$ cat src/sv/b32e_pkg.sv
// Shared types, alphabet constants and the symbol lookup of the Base32 encoder.
`default_nettype none

package b32e_pkg;

    // Alphabet selector codes.
    localparam logic [2:0] ALPHA_UPPER = 3'd0;
    localparam logic [2:0] ALPHA_LOWER = 3'd1;
    localparam logic [2:0] ALPHA_ZBASE = 3'd2;
    localparam logic [2:0] ALPHA_HEX   = 3'd3;
    localparam logic [2:0] ALPHA_CROCK = 3'd4;

    localparam logic [7:0] PAD_CHAR = 8'h3D;

    // First character of each string sits in the top byte.
    localparam logic [255:0] TAB_UPPER = "ABCDEFGHIJKLMNOPQRSTUVWXYZ234567";
    localparam logic [255:0] TAB_LOWER = "abcdefghijklmnopqrstuvwxyz234567";
    localparam logic [255:0] TAB_ZBASE = "ybndrfg8ejkmcpqxot1uwisza345h769";
    localparam logic [255:0] TAB_HEX   = "0123456789ABCDEFGHIJKLMNOPQRSTUV";
    localparam logic [255:0] TAB_CROCK = "0123456789ABCDEFGHJKMNPQRSTVWXYZ";

    // One queued byte: its symbol indices (group symbols, then flush symbol),
    // how many of them there are, the index of its last result and the alphabet.
    typedef struct packed {
        logic [4:0] sym0;
        logic [4:0] sym1;
        logic [4:0] sym2;
        logic [1:0] nsym;
        logic [2:0] last_idx;
        logic [2:0] tbl;
        logic       fin;
    } t_b32e_desc;

    function automatic logic [7:0] b32e_char(input logic [2:0] tbl, input logic [4:0] idx);
        logic [255:0] tab;
        logic [4:0]   pos;
        case (tbl)
            ALPHA_LOWER: tab = TAB_LOWER;
            ALPHA_ZBASE: tab = TAB_ZBASE;
            ALPHA_HEX:   tab = TAB_HEX;
            ALPHA_CROCK: tab = TAB_CROCK;
            default:     tab = TAB_UPPER;
        endcase
        pos = 5'd31 - idx;
        return tab[{pos, 3'b000} +: 8];
    endfunction

endpackage

`default_nettype wire

$ cat src/sv/b32e_front.sv
// Front end: slices each byte into 5-bit groups and plans flush and padding.
`default_nettype none

module b32e_front
    import b32e_pkg::*;
(
    input  wire logic       i_clk,
    input  wire logic       i_rst_n,
    input  wire logic       i_fire,
    input  wire logic [7:0] i_data_byte,
    input  wire logic       i_final_byte,
    input  wire logic [2:0] i_alphabet,
    output t_b32e_desc      o_desc
);

    logic [3:0] r_lb,    n_lb;
    logic [2:0] r_cnt,   n_cnt;
    logic [2:0] r_phase, n_phase;

    logic [11:0] acc;
    logic [11:0] sh0, sh1;
    logic [3:0]  c_full;
    logic [2:0]  c2, c3;
    logic        two, flush;
    logic [3:0]  lo_mask, lo;
    logic [4:0]  flush_sym;
    logic [1:0]  nsym;
    logic [2:0]  ph1, pad_raw, npad;
    logic [3:0]  room;
    logic [3:0]  total;
    logic [2:0]  tbl;

    always_comb begin
        tbl     = (i_alphabet > ALPHA_CROCK) ? ALPHA_UPPER : i_alphabet;
        acc     = {r_lb, i_data_byte};
        c_full  = {1'b0, r_cnt} + 4'd8;
        c2      = 3'(c_full - 4'd5);
        sh0     = acc >> c2;
        two     = (c2 >= 3'd5);
        sh1     = acc >> (c2 - 3'd5);
        c3      = two ? (c2 - 3'd5) : c2;
        lo_mask = 4'((5'd1 << c3) - 5'd1);
        lo      = acc[3:0] & lo_mask;
        flush   = i_final_byte && (c3 != 3'd0);
        flush_sym = 5'({1'b0, lo} << (3'd5 - c3));
        nsym    = 2'd1 + {1'b0, two} + {1'b0, flush};
        ph1     = r_phase + {1'b0, nsym};
        pad_raw = 3'd0 - ph1;
        room    = 4'd8 - {2'b00, nsym};
        if (!i_final_byte || tbl == ALPHA_ZBASE) begin
            npad = 3'd0;
        end else if ({1'b0, pad_raw} > room) begin
            npad = room[2:0];
        end else begin
            npad = pad_raw;
        end
        total = {2'b00, nsym} + {1'b0, npad};

        o_desc.sym0     = sh0[4:0];
        o_desc.sym1     = two ? sh1[4:0] : flush_sym;
        o_desc.sym2     = flush_sym;
        o_desc.nsym     = nsym;
        o_desc.last_idx = 3'(total - 4'd1);
        o_desc.tbl      = tbl;
        o_desc.fin      = i_final_byte;

        n_lb    = r_lb;
        n_cnt   = r_cnt;
        n_phase = r_phase;
        if (i_fire) begin
            n_lb    = i_final_byte ? 4'd0 : lo;
            n_cnt   = i_final_byte ? 3'd0 : c3;
            n_phase = i_final_byte ? 3'd0 : ph1;
        end
    end

    always_ff @(posedge i_clk) begin
        if (!i_rst_n) begin
            r_lb    <= 4'd0;
            r_cnt   <= 3'd0;
            r_phase <= 3'd0;
        end else begin
            r_lb    <= n_lb;
            r_cnt   <= n_cnt;
            r_phase <= n_phase;
        end
    end

`ifndef SYNTHESIS
    a_cnt_range: assert property (@(posedge i_clk) disable iff (!i_rst_n)
        r_cnt <= 3'd4)
        else $error("leftover count out of range");
    a_final_clears: assert property (@(posedge i_clk) disable iff (!i_rst_n)
        (i_fire && i_final_byte) |=> (r_cnt == 3'd0 && r_lb == 4'd0 && r_phase == 3'd0))
        else $error("state not cleared after final byte");
`endif

endmodule

`default_nettype wire

$ cat src/sv/b32e_queue.sv
// Small descriptor queue between the front end and the symbol emitter.
`default_nettype none

module b32e_queue
    import b32e_pkg::*;
#(
    parameter int DEPTH = 2
) (
    input  wire logic       i_clk,
    input  wire logic       i_rst_n,
    input  wire logic       i_push,
    input  wire t_b32e_desc i_desc,
    output logic            o_full,
    input  wire logic       i_pop,
    output t_b32e_desc      o_desc,
    output logic            o_empty
);

    localparam int PW = (DEPTH > 1) ? $clog2(DEPTH) : 1;
    localparam int CW = $clog2(DEPTH + 1);

    t_b32e_desc    r_mem [DEPTH];
    logic [PW-1:0] r_wr_ptr, n_wr_ptr;
    logic [PW-1:0] r_rd_ptr, n_rd_ptr;
    logic [CW-1:0] r_count,  n_count;

    assign o_full  = (r_count == CW'(DEPTH));
    assign o_empty = (r_count == '0);
    assign o_desc  = r_mem[r_rd_ptr];

    always_comb begin
        n_wr_ptr = r_wr_ptr;
        n_rd_ptr = r_rd_ptr;
        n_count  = r_count;
        if (i_push) begin
            n_wr_ptr = (r_wr_ptr == PW'(DEPTH - 1)) ? '0 : r_wr_ptr + 1'b1;
        end
        if (i_pop) begin
            n_rd_ptr = (r_rd_ptr == PW'(DEPTH - 1)) ? '0 : r_rd_ptr + 1'b1;
        end
        case ({i_push, i_pop})
            2'b10:   n_count = r_count + 1'b1;
            2'b01:   n_count = r_count - 1'b1;
            default: n_count = r_count;
        endcase
    end

    always_ff @(posedge i_clk) begin
        if (i_push) begin
            r_mem[r_wr_ptr] <= i_desc;
        end
    end

    always_ff @(posedge i_clk) begin
        if (!i_rst_n) begin
            r_wr_ptr <= '0;
            r_rd_ptr <= '0;
            r_count  <= '0;
        end else begin
            r_wr_ptr <= n_wr_ptr;
            r_rd_ptr <= n_rd_ptr;
            r_count  <= n_count;
        end
    end

`ifndef SYNTHESIS
    a_no_overflow: assert property (@(posedge i_clk) disable iff (!i_rst_n)
        !(i_push && o_full && !i_pop) && !(i_pop && o_empty))
        else $error("queue overflow or underflow");
`endif

endmodule

`default_nettype wire

$ cat src/sv/b32e_back.sv
// Back end: walks one descriptor a symbol per cycle into the output register, unless stalled.
`default_nettype none

module b32e_back
    import b32e_pkg::*;
(
    input  wire logic       i_clk,
    input  wire logic       i_rst_n,
    input  wire t_b32e_desc i_desc,
    input  wire logic       i_empty,
    output logic            o_pop,
    output logic            o_out_valid,
    input  wire logic       i_out_ready,
    output logic [7:0]      o_symbol_char,
    output logic            o_last_symbol
);

    logic [2:0] r_step, n_step;
    logic       r_valid, n_valid;
    logic [7:0] r_char, n_char;
    logic       r_last, n_last;
    logic       load;
    logic [4:0] idx;

    assign load = !i_empty && (!r_valid || i_out_ready);
    assign o_pop = load && (r_step == i_desc.last_idx);

    always_comb begin
        case (r_step)
            3'd0:    idx = i_desc.sym0;
            3'd1:    idx = i_desc.sym1;
            default: idx = i_desc.sym2;
        endcase
        n_step  = r_step;
        n_valid = r_valid && !i_out_ready;
        n_char  = r_char;
        n_last  = r_last;
        if (load) begin
            n_valid = 1'b1;
            n_char  = (r_step < {1'b0, i_desc.nsym}) ? b32e_char(i_desc.tbl, idx) : PAD_CHAR;
            n_last  = i_desc.fin && (r_step == i_desc.last_idx);
            n_step  = (r_step == i_desc.last_idx) ? 3'd0 : r_step + 3'd1;
        end
    end

    always_ff @(posedge i_clk) begin
        if (!i_rst_n) begin
            r_step  <= 3'd0;
            r_valid <= 1'b0;
        end else begin
            r_step  <= n_step;
            r_valid <= n_valid;
        end
    end

    always_ff @(posedge i_clk) begin
        r_char <= n_char;
        r_last <= n_last;
    end

    assign o_out_valid   = r_valid;
    assign o_symbol_char = r_char;
    assign o_last_symbol = r_last;

`ifndef SYNTHESIS
    a_step_bound: assert property (@(posedge i_clk) disable iff (!i_rst_n)
        !i_empty |-> (r_step <= i_desc.last_idx))
        else $error("symbol step ran past descriptor");
`endif

endmodule

`default_nettype wire

$ cat src/sv/base32_multi_alphabet_encoder.sv
// Top level of the streaming Base32 encoder with five selectable alphabets.
// A byte accepted by the front end is written into the queue, and its first symbol is then loaded
// into the output register. The front end takes a byte every cycle while the queue has room; the
// emitter puts out one symbol per cycle while the output is not stalled, so a byte yields one or
// two symbols and a final byte up to eight. Reset (synchronous, active low) clears the bit store,
// the symbol phase, the queue and the output beat, and selects the standard upper alphabet.
`default_nettype none

module base32_multi_alphabet_encoder
    import b32e_pkg::*;
#(
    parameter int QUEUE_DEPTH = 2
) (
    input  wire logic       i_clk,
    input  wire logic       i_rst_n,
    // Configuration write channel.
    input  wire logic       i_cfg_valid,
    output logic            o_cfg_ready,
    input  wire logic [2:0] i_cfg_alphabet_select,
    // Byte input channel.
    input  wire logic       i_in_valid,
    output logic            o_in_ready,
    input  wire logic [7:0] i_data_byte,
    input  wire logic       i_final_byte,
    // Symbol output channel.
    output logic            o_out_valid,
    input  wire logic       i_out_ready,
    output logic [7:0]      o_symbol_char,
    output logic            o_last_symbol
);

    // The alphabet register is always writable; the user is to write it only while the block is idle,
    // which the block does not enforce. Every byte is planned with the selection that stands when it arrives.
    logic [2:0] r_alphabet;

    t_b32e_desc front_desc;
    t_b32e_desc head_desc;
    logic       q_full;
    logic       q_empty;
    logic       q_pop;
    logic       in_fire;

    assign o_cfg_ready = 1'b1;
    assign o_in_ready  = !q_full;
    assign in_fire     = i_in_valid && o_in_ready;

    always_ff @(posedge i_clk) begin
        if (!i_rst_n) begin
            r_alphabet <= ALPHA_UPPER;
        end else if (i_cfg_valid) begin
            r_alphabet <= i_cfg_alphabet_select;
        end
    end

    // Front end: holds the leftover bits and symbol phase, and turns each byte into a
    // descriptor of its group symbols, optional flush symbol and padding count.
    b32e_front u_front (
        .i_clk        (i_clk),
        .i_rst_n      (i_rst_n),
        .i_fire       (in_fire),
        .i_data_byte  (i_data_byte),
        .i_final_byte (i_final_byte),
        .i_alphabet   (r_alphabet),
        .o_desc       (front_desc)
    );

    // The queue lets the front keep taking bytes while the emitter works through padding
    // or waits on a stalled output.
    b32e_queue #(
        .DEPTH (QUEUE_DEPTH)
    ) u_queue (
        .i_clk   (i_clk),
        .i_rst_n (i_rst_n),
        .i_push  (in_fire),
        .i_desc  (front_desc),
        .o_full  (q_full),
        .i_pop   (q_pop),
        .o_desc  (head_desc),
        .o_empty (q_empty)
    );

    // Emitter: unless stalled, one symbol beat per cycle from the head descriptor into a registered output.
    b32e_back u_back (
        .i_clk         (i_clk),
        .i_rst_n       (i_rst_n),
        .i_desc        (head_desc),
        .i_empty       (q_empty),
        .o_pop         (q_pop),
        .o_out_valid   (o_out_valid),
        .i_out_ready   (i_out_ready),
        .o_symbol_char (o_symbol_char),
        .o_last_symbol (o_last_symbol)
    );

endmodule

`default_nettype wire

$ cat config.mk
export PLATFORM = sky130hd
export DESIGN_NAME = base32_multi_alphabet_encoder
export DESIGN_NICKNAME = d
export VERILOG_FILES = /design/src/sv/b32e_pkg.sv /design/src/sv/b32e_front.sv /design/src/sv/b32e_queue.sv /design/src/sv/b32e_back.sv /design/src/sv/base32_multi_alphabet_encoder.sv
export SDC_FILE = /design/constraint.sdc
export NUM_CORES = 1
export LEC_CHECK = 0
export ABC_AREA = 1
export BUFFER_PORTS_ARGS = -buffer_cell sky130_fd_sc_hd__buf_2
export CORE_ASPECT_RATIO = 2
export CORE_MARGIN = 2
export CORE_UTILIZATION = 56
export CTS_CLUSTER_SIZE = 10
export DETAILED_ROUTE_END_ITERATION = 10
export PLACE_DENSITY = 0.75
export SKIP_LAST_GASP = 1
export SLEW_MARGIN = 20
export SYNTH_ARGS = -nofsm -noshare
export SYNTH_HDL_FRONTEND = slang
export SYNTH_SLANG_ARGS = --single-unit
$ cat constraint.sdc
create_clock -name i_clk -period 5.2 [get_ports i_clk]
set_input_delay 0.52 -clock i_clk [delete_from_list [all_inputs] [get_ports i_clk]]
set_output_delay 0.52 -clock i_clk [all_outputs]
set_load 0.05 [all_outputs]
; After elaboration in Yosys (flattened, before gate mapping)
; Memory sizes are Yosys's and may differ from the RTL's. A register that Yosys moved wholly into a read port is not among the register bits.
; Cells that the tools add are included.
[totals]
mem_bits_ro = 0
ff_bits = 30
mem_count = 1
latchBits = 0
elab_cells = 87
ram_bits = 48
[classes]
eq_ne = 10
multipliers = 0
bitwise_logic = 1
magnitude_cmp = 4
n_reduce_logical = 17
div_mod_pow = 0
shifts = 5
n_addsub = 18
muxes = 20
[memory_table]
columns = name, words, width, read_ports, rd_ports_with_merged_regs, wr, line_no
row1 = u_queue.r_mem, 2, 24, 1, 1, 1, b32e_queue.sv:22  ; t_b32e_desc r_mem [DEPTH];
[op_table]
columns = cell, count
row1 = case mux 255 bit (4 select lines), 1
row2 = 2-to-1 mux 256 bit, 1
row3 = indexed part select 256 x 9 -> 8 bit, 1
row4 = >> shifter 12 x 3 -> 5 bit, 2
row5 = 2-to-1 mux 3 bit, 7
row6 = case mux 5 bit (2 select lines), 1
row7 = equality test 3 x 2 -> 1 bit (second input constant), 3
row8 = 2-to-1 mux 1 bit, 7
row9 = adder 3 x 1 -> 3 bit (second input constant), 2
row10 = equality test 3 x 1 -> 1 bit (second input constant), 2
row11 = logical AND 1 bit, 6
row12 = subtractor 3 bit (second input constant), 2
row13 = zero test 1 bit, 5
row14 = 2-to-1 mux 5 bit, 1
row15 = << shifter 4 x 3 -> 5 bit, 1
row16 = subtractor 5 bit (first input constant), 1
row17 = AND 4 bit, 1
row18 = equality test 2 bit (second input constant), 2
row19 = greater-than comparator 3 x 4 -> 1 bit, 1
row20 = 2-to-1 mux 4 bit, 1
row21 = case mux 2 bit (2 select lines), 1
row22 = << shifter 1 x 3 -> 4 bit (first input constant), 1
row23 = subtractor 4 x 1 -> 4 bit (second input constant), 1
row24 = subtractor 4 x 2 -> 4 bit (first input constant), 1
row25 = 21 further kinds, 23

; Depth between registers and ports, before layout
[depth]
ltp_word = 14
ltp_mapped = 32

; Cells and area by module
; Synthesis repeated with hierarchy kept, for this count alone.
[hier_totals]
hier_cells = 696
hier_area_um2 = 5452.7
[modules_own_cells]
columns = mod, area_per_inst_um2, instances, cells_each
row1 = b32e_queue, 2064.5, 1, 110
row2 = b32e_back, 1732.9, 1, 292
row3 = b32e_front, 1516.5, 1, 271
row4 = base32_multi_alphabet_encoder, 138.9, 1, 23

; Worst setup path before layout
; No wires, ideal clock.
[synth_timing]
path_kind = register -> register
startpoint = register u_front.r_cnt[0]
endpoint = memory u_queue.r_mem[0][6] (netlist name), data pin
arrival_time_ns = 4.868
setup_ns = 0.265
stages_incl_launch_ff = 32
setup_slack_ns = 0.067
path_cell_list = dfxtp_1 > buf_2 > inv_1 > buf_2 > ha_1 > nand2_1 > inv_2 > nand2_2 > nand2_8 > xor2_4 > nor2_1 > nand2_2 > nand2_1 > inv_1 > ha_1 > inv_1 > ha_1 > inv_1 > fa_1 > xnor2_1 > ha_1 > a21oi_1 > nor2_1 > o21ai_0 > inv_1 > nand2_1 > o211ai_1 > ha_1 > inv_1 > ha_1 > xnor2_1 > xor2_1
[synth_lines]
columns = item, line_no
row1 = from (decl), b32e_front.sv:17  ; logic [2:0] r_cnt, n_cnt;
row2 = from (signal assigned), b32e_front.sv:84  ; r_cnt <= n_cnt;
row3 = to (decl), b32e_queue.sv:22

==> results.sh <==
export IMPL_post_route_period_util_pct=96.9
export IMPL_finClkSkew_ns=0.00868
export IMPL_cp_common_cell="inv_1"
export IMPL_slew_headroom_pct=29.3
export IMPL_yosysTopAreaCellShare_pct=30.9
export IMPL_tightest_slew_ns=1.06
export IMPL_totalWireLength_um=14800
export IMPL_grt_pass1_vias=4804
export IMPL_synth_seq_cells=78
export IMPL_io_pins=29
export IMPL_numCtsBuffers=9
export IMPL_path_max_fanout=7
export IMPL_core_area_um2=9380
export IMPL_grt_ovfl_total=0
export IMPL_clock_sinks=78
export IMPL_syn_inst=711
export IMPL_die_area_um2=10600
export IMPL_avgSynthCellArea_um2=7.64
export IMPL_drtIter0Drc=240
export IMPL_synth_warnings=0
export IMPL_cts_hold_buffers_added=0
export IMPL_fmax_mhz=198
export IMPL_criticalPathCategory="reg -> reg"
export IMPL_grt_max_degree=29
export IMPL_yosys_cell_types_count=52
export IMPL_gp_congestion=1.01
export IMPL_area_growth_pct=9.76
export IMPL_drc_errors=0
export IMPL_htreeDepth=3
export IMPL_endpoint_kind="register"
export IMPL_die_h_um=143
export IMPL_clk_path_buf_depth=2
export IMPL_finalMaxSlewViolations=0
export IMPL_root_buffer="clkbuf_16"
export IMPL_min_path_type="in -> reg"
export IMPL_hpwl_um=11600
export IMPL_fillers=827
export IMPL_start_util_pct=57.9
export IMPL_layout_cells_non_filler=846
export IMPL_post_route_min_period_ns=5.04
export IMPL_multiInputGateArea_um2=2840
export IMPL_cts_tree="yes"
export IMPL_required_ns=5.27
export IMPL_rows=50
export IMPL_grt_antenna_before_repair=0
export IMPL_drive_gt1_share_pct=16.7
export IMPL_cap_violations=0
export IMPL_netlist_area_um2=5440
export IMPL_crit_path_top_delay_cell="fa_2"
export IMPL_syn_nets=745
export IMPL_layout_nets=771
export IMPL_setup_viol=0
export IMPL_tns_ns=0
export IMPL_yosysSeqAreaShare_pct=39.0
export IMPL_cp_arrival_ns=5.11
export IMPL_diodes=0
export IMPL_dp_cells=826
export IMPL_wl_per_cell_um=17.5
export IMPL_status="finished clean"
export IMPL_register_area_um2=2120
export IMPL_clk_pin_slew_ns=0.06
export IMPL_vias_per_cell=5.78
export IMPL_yosys_top_cells_area="edfxtp_1 31%, nand2_1 14%, dfxtp_1 8.1%"
export IMPL_final_util_pct=63.6
export IMPL_cp_num_buf_inv=8
export IMPL_grtUsageTotal_pct=29.1
export IMPL_hold_ws_ns=0.443
export IMPL_ant_nets=0
export IMPL_slowest_delay_ns=0.62
export IMPL_clk_latency_ns=0.33
export IMPL_critPathTopFamily="adder cells"
export IMPL_die_w_um=73.7
export IMPL_start_kind="register"
export IMPL_port_buffers=26
export IMPL_via_count=4894
export IMPL_hold_viol_final=0
export IMPL_yosysTopAreaCell="edfxtp_1"
export IMPL_drt_pass1_iter_count=5
export IMPL_grt_pass1_wl_um=22900
-- worst paths after layout --
kind	from	endpoint	slack (ns)	depth (start not counted)
worst max-delay path	u_front.r_cnt[1]	u_queue.r_mem[1][6]	0.16	30
worst max register to register	u_front.r_cnt[1]	u_queue.r_mem[1][6]	0.16	30
worst min-delay path	i_final_byte	u_queue.r_mem[1][0]	0.44	1
worst min register to register	u_queue.r_rd_ptr	u_queue.r_rd_ptr	0.48	2
-- registers in the layout (all words and copies together) (netlist names), named ones only --
signal,flops
u_queue.r_mem,48
u_back.o_symbol_char,7
u_front.r_lb,4
r_alphabet,3
u_back.r_step,3
u_front.r_cnt,3
u_front.r_phase,3
u_queue.r_count,2
u_back.o_last_symbol,1
u_back.o_out_valid,1
u_queue.r_rd_ptr,1
u_queue.r_wr_ptr,1
-- placed cells by master, fill, tap and decap left out, types with 2 or more instances in the layout --
master,instances
a21oi_2,2
inv_6,2
o21ai_2,3
nand3_2,5
o2111ai_1,2
ha_1,15
nor2_2,3
a22oi_1,5
xnor2_1,2
xor2_1,7
o221ai_1,2
or2_2,2
nor3_1,2
a21oi_1,38
o22ai_1,5
a211oi_1,2
nand2_2,17
nor2_1,42
o21ai_0,43
inv_1,76
a31oi_1,3
nand4_1,5
nand2_4,9
nor2_4,6
buf_4,9
nand2_1,202
dfxtp_1,21
conb_1,2
edfxtp_1,56
buf_2,26
o211ai_1,8
nand3_1,65
o21ai_1,8
o31ai_1,2
clkbuf_16,11
inv_2,12
-- synth_stat cells, drive strengths merged --
cell type / n
a22oi: 6
o31ai: 2
nand3: 71
conb: 2
ha: 16
fa: 1
clkbuf: 4
nand2: 229
buf: 17
o211ai: 9
dfxtp: 22
nand2b: 1
nor2: 51
o2111ai: 2
or2: 2
xor2: 8
inv: 90
o21ai: 55
a21oi: 40
xnor2: 3
nand3b: 1
nor3: 2
and3: 1
o221ai: 3
nand4: 5
a31oi: 3
o22ai: 6
a211oi: 2
mux2i: 1
edfxtp: 56
-- metal layers --
metal | routed length (um) | GRT usage, % | vias up
li1 | - | - | 2417
met1 | 4770 | 26.0 | 2257
met2 | 8430 | 55.9 | 163
met3 | 512 | 4.07 | 57
met4 | 1070 | 20.8 | 0
met5 | 0 | 0 | -
-- final cells by class --
type	instances	share of cell area (%)
clock buffer	12	4.68
clock inverter	4	0.566
inverter	90	5.83
multi-input combinational	522	47.7
sequential	78	35.6
tap	104	2.18
timing repair buffer	36	3.50
-- timing repair --
| item | CTS | global route |
|---|---|---|
| endpoints found under the setup margin | 0 | 4 |
| hold endpoints to repair | 0 | 0 |
| buffers inserted | 0 | 4 |
| gates resized for setup | 0 | 11 |
-- per-stage QoR --
step,setup slack [ns],area (um^2)
global route,-0.0651,5970
detailed placement,0.0834,5580
finish,0.159,5970
floorplan,0.0670,5440
global placement,0.376,5570
CTS,0.0193,5890
-- logic make-up (layout without fill, tap and decap cells) --
family	count (synthesis)	after routing	synth area share [%]
AO/OA/AOI/OAI	128	128	14.1
other	2	2	0.138
flip-flops	78	78	39.0
multiplexers	1	1	0.184
buffers and inverters	111	142	9.60
XOR/XNOR	11	11	2.12
adder cells (fa/ha/maj)	17	17	4.05
AND/OR/NAND/NOR	363	363	30.8
Power is not shown: default switching activity piles up to over one toggle a cycle in this logic, so the estimate is an artifact.
